===== src/hdl/bwt_ram.sv =====
// generic simple dual-port ram: one write port, one registered read port
// no dependencies
`default_nettype none

module bwt_ram #(
    parameter int unsigned WIDTH = 8,
    parameter int unsigned DEPTH = 256
) (
    input  logic                     clk,
    input  logic                     wr_en,
    input  logic [$clog2(DEPTH)-1:0] wr_addr,
    input  logic [WIDTH-1:0]         wr_data,
    input  logic                     rd_en,
    input  logic [$clog2(DEPTH)-1:0] rd_addr,
    output logic [WIDTH-1:0]         rd_data
);

    logic [WIDTH-1:0] mem [DEPTH];
    logic [WIDTH-1:0] rd_data_reg;

    always_ff @(posedge clk)
    begin
        if (wr_en)
        begin
            mem[wr_addr] <= wr_data;
        end
        if (rd_en)
        begin
            rd_data_reg <= mem[rd_addr];
        end
    end

    assign rd_data = rd_data_reg;

endmodule

`default_nettype wire


===== config.mk =====
export PLATFORM = sky130hd
export DESIGN_NAME = bwt_ram
export DESIGN_NICKNAME = d
export VERILOG_FILES = /design/src/hdl/bwt_ram.sv
export SDC_FILE = /design/constraint.sdc
export NUM_CORES = 2
export LEC_CHECK = 0
export ABC_AREA = 1
export ABC_CLOCK_PERIOD_IN_PS = 5260
export BUFFER_PORTS_ARGS = -buffer_cell sky130_fd_sc_hd__buf_4
export CORE_MARGIN = 4
export CORE_UTILIZATION = 37
export CTS_CLUSTER_DIAMETER = 200
export DETAILED_ROUTE_END_ITERATION = 8
export MAX_ROUTING_LAYER = met4
export PLACE_DENSITY = 0.55
export SYNTH_ARGS = -nofsm -noshare
export SYNTH_HDL_FRONTEND = slang
export SYNTH_SLANG_ARGS = --single-unit

===== constraint.sdc =====
create_clock -name clk -period 5.26 [get_ports clk]
set_clock_uncertainty 0.2 [all_clocks]
set_input_delay 0.263 -clock clk [delete_from_list [all_inputs] [get_ports clk]]
set_output_delay 0.263 -clock clk [all_outputs]
set_load 0.01 [all_outputs]

* After elaboration in Yosys (flattened, before gate mapping)
Memory sizes are Yosys's and may differ from the RTL's. A register that Yosys moved wholly into a read port is not among the register bits.
Index checks and enable logic that the tools add are counted.
** Word-level totals
- Register bits :: 0
- Bits in latches :: 0
- RAM bits :: 2048
- Memory bits (read-only) :: 0
- Input bits :: 27
- Output and inout port bits :: 8
- Logic and storage cells :: 3
- Memories :: 1
** Memories
- mem :: depth 256, bits a word 8, read ports 1, clocked after memory_dff 1, write ports 1, RTL line 18 : logic [WIDTH-1:0] mem [DEPTH];
** Operators by class
- Add/sub/neg operators :: 0
- Multipliers :: 0
- Divide/modulo/power cells :: 0
- Order comparisons :: 0
- Equal/unequal tests :: 0
- Shift-type cells :: 0
- Multiplexer cells :: 2
- Bitwise logic cells :: 0
- Reduce and logical (&&, ||, !) cells :: 0
** Operators by type and width (count)
- 1-bit two-way mux :: 2

* Depth between registers and ports, before layout
- Depth in word-level cells :: 2
- Mapped depth :: 15
- Mapped depth without buffers :: 11

* Least setup slack after synthesis
No wires, ideal clock.
- Path kind :: input -> register
- Start point :: in wr_en
- End point :: mem mem[162][0], enable pin
- Library setup time :: 370 ps
- Arrival :: 1384 ps
- Data required time :: 4690 ps
- Path slack :: 3306 ps
- Stages :: 4
- Buffers on the path :: 2
- Cells stage by stage :: clkbuf_1 nand3_1 clkbuf_1 nor2_1
** Between the ends
- Cells in the longest elaborated chain, start to end :: 2
** Ends and longest elaborated chain
- from (decl) :: RTL line 10 : input logic wr_en,
- 1-bit two-way mux :: RTL line 23 : if (wr_en)
- 1-bit two-way mux (not written as such) :: RTL line 25 : mem[wr_addr] <= wr_data;
- to (decl) :: RTL line 18
No other way between the ends.

==> out/metrics.yaml <==
clkTransAtPathRegs_ps: 60
cts_sinks: 2056
finalMaxSlewViolations: 0
stdcell_count: 10000
area_delta_synth_final_pct: 11.3
largest_reg_flops: 2048
critPathKind: "input port to flip-flop"
cts_resized: 0
power_density_nw_per_um2: 368
regToRegSetupSlack_ps: 1960
yosys-top-cells-count: "nand2_1, edfxtp_1, nand3_1"
ctsRootBufferMaster: "clkbuf_16"
rsz0062_at_grt: "false"
slew_headroom_pct: 20.4
grt_pass1_vias: 50800
timing.rr.end: "rd_data[2]"
ys_types: 13
start_util_pct: 37.2
drv_cap: 0
cts-buffers-inserted: 209
drc: 0
ant_nets: 0
io-pin-count: 35
holdPathEnd: "mem[180][7]"
r2r_cells: 12
clk-insertion-delay-late_ps: 870
dp_hpwl_mm: 133
clockBufferDepth: 3
wl_mm: 240
setup-violations-final: 0
dp_slack_ps: 1490
fin_crit_sh_pct: 74.6
port_buffers: 34
worstPathMaxFanout: 199
drive_gt1_share_pct: 5.89
die_w_um: 483
synth-main-ff-cell: "edfxtp_1"
fin_crit_ps: 3920
syn-num-nets: 7030
cp.arrival_ps: 4340
avgSynthCellArea_sq_um: 11.9
regArea_sq_um: 61700
yosysMostFrequentCell: "nand2_1"
antenna_found_initial: 9
grt_usage_pct: 20.8
grt_max_degree: 200
min_path_type: "input port to flip-flop"
drt_iter0_drc: 5941
grt_pass1_wl_mm: 352
die_h_um: 483
core-area_sq_um: 225000
htreeDepth: 4
synth_area_sq_um: 83500
status: "finished, final reports clean"
fmax_mhz: 255
fin_ws_ps: 1340
placed_area_sq_um: 86400
gp_congestion: 0.865
yosysTopAreaCellShare_pct: 74.0
holdPathStages: 6
synth_top_area_cell: "edfxtp_1"
via_count: 54100
grt_overflow: 0
start_kind: "input port"
total_leakage_power_uw: 0.0316
placedCellCount: 9639
row_count: 174
final_hold_viol_count: 0
ys_seq_area_share_pct: 74.0
yosys_warnings: 0
wire_per_inst_um: 23.9
cp.required_ps: 5680
synth-edff-count: 2056
holdBufCountCts: 15
min-delay-start: "wr_addr[3]"
layout.nets: 6900
end_kind: "flip-flop"
via_per_inst: 5.39
multi_input_area_sq_um: 19200
fill_cells: 20900
ir_drop_mv: 0.283
final_util_pct: 41.3
design_area_sq_um: 92900
firstDrtPassIters: 8
netlist_instances: 7003
cts_tree: "built"
synthTopCellsByArea: "edfxtp_1, nand3_1, nand2_1, buf_2, nor2_1"
die-area_sq_um: 233000
post-cts-setup-buffers: 0
worstMarginPinSlew_ps: 1190
synth-seq-cells: 2056
async_reset_ff_share_pct: 0
setup_tns_ps: 0
rr_startpoint: "mem[135][2]"
==> power breakdown <==
group	switching (uW)	total [uW]	internal (uW)	leakage [uW]
clock network	6240	14000	7730	0.00309
logic	1600	2090	490	0.00999
registers	22.0	18100	18100	0.0185
==> worst max-delay path by stage <==
stage,depth (start not counted),to,startpoint
3_3_place_gp,13,rd_data[4],rd_addr[0]
3_5_place_dp,13,rd_data[4],rd_addr[0]
2_1_floorplan,4,mem[162][0],wr_en
4_1_cts,15,rd_data[2],rd_addr[1]
5_1_grt,15,rd_data[2],rd_addr[0]
6_report,15,rd_data[2],rd_addr[0]
==> layer usage <==
layer  wire [um]  global-route usage (%)
met1      102000                    28.4
met2      113000                    32.2
met3       17000                    2.98
met4        7790                    6.80
met5           0                       -
==> per-stage QoR <==
stage	total power (uW)	hold slack, ps
global placement	20500	438
CTS	34400	47.7
detailed placement	20500	435
global route	35200	127
floorplan	19500	162
finish	34200	123
==> kinds of logic after synthesis <==
logic type             synth area share, %
and+or+nand+nor                       22.9
DFF                                   74.0
buffers and inverters                 3.12
==> layout by cell type, fill, tap and decap left out <==
cell type and instances:
inv_8 3, inv_1 34, bufinv_16 7, buf_8 11
buf_4 73, clkinv_8 4, buf_12 42, edfxtp_1 2056
clkbuf_16 213, clkinv_2 35, nand2_1 2112, inv_2 1
inv_16 3, inv_4 1, clkinvlp_4 5, diode_2 4
clkinv_1 60, nand3_1 2019, dlygate4sd3_1 15, clkinv_4 1
nor2_1 283, nand2_2 11, buf_6 1, clkbuf_1 50
inv_6 4
==> critical path, cell delays in order <==
cell and delay, ps:
buf_8 470, inv_16 430, buf_12 380, nand2_1 120, nand3_1 70, nand3_1 130
nand3_1 130, nand3_1 240, nand3_1 240, nand3_1 310, nand2_1 90, nand2_1 70
dlygate4sd3_1 540, nand2_1 50, dlygate4sd3_1 550
==> cell type report <==
class / instances / share of cell area, %
Clock inverter: 119 / 0.870
Clock buffer: 263 / 5.94
Timing Repair Buffer: 142 / 1.85
Sequential cell: 2056 / 66.5
Tap cell: 2992 / 4.03
Multi-Input combinational cell: 4425 / 20.6
Inverter: 39 / 0.194
Antenna cell: 4 / 0.0108
(Power assumes the default switching activity.)
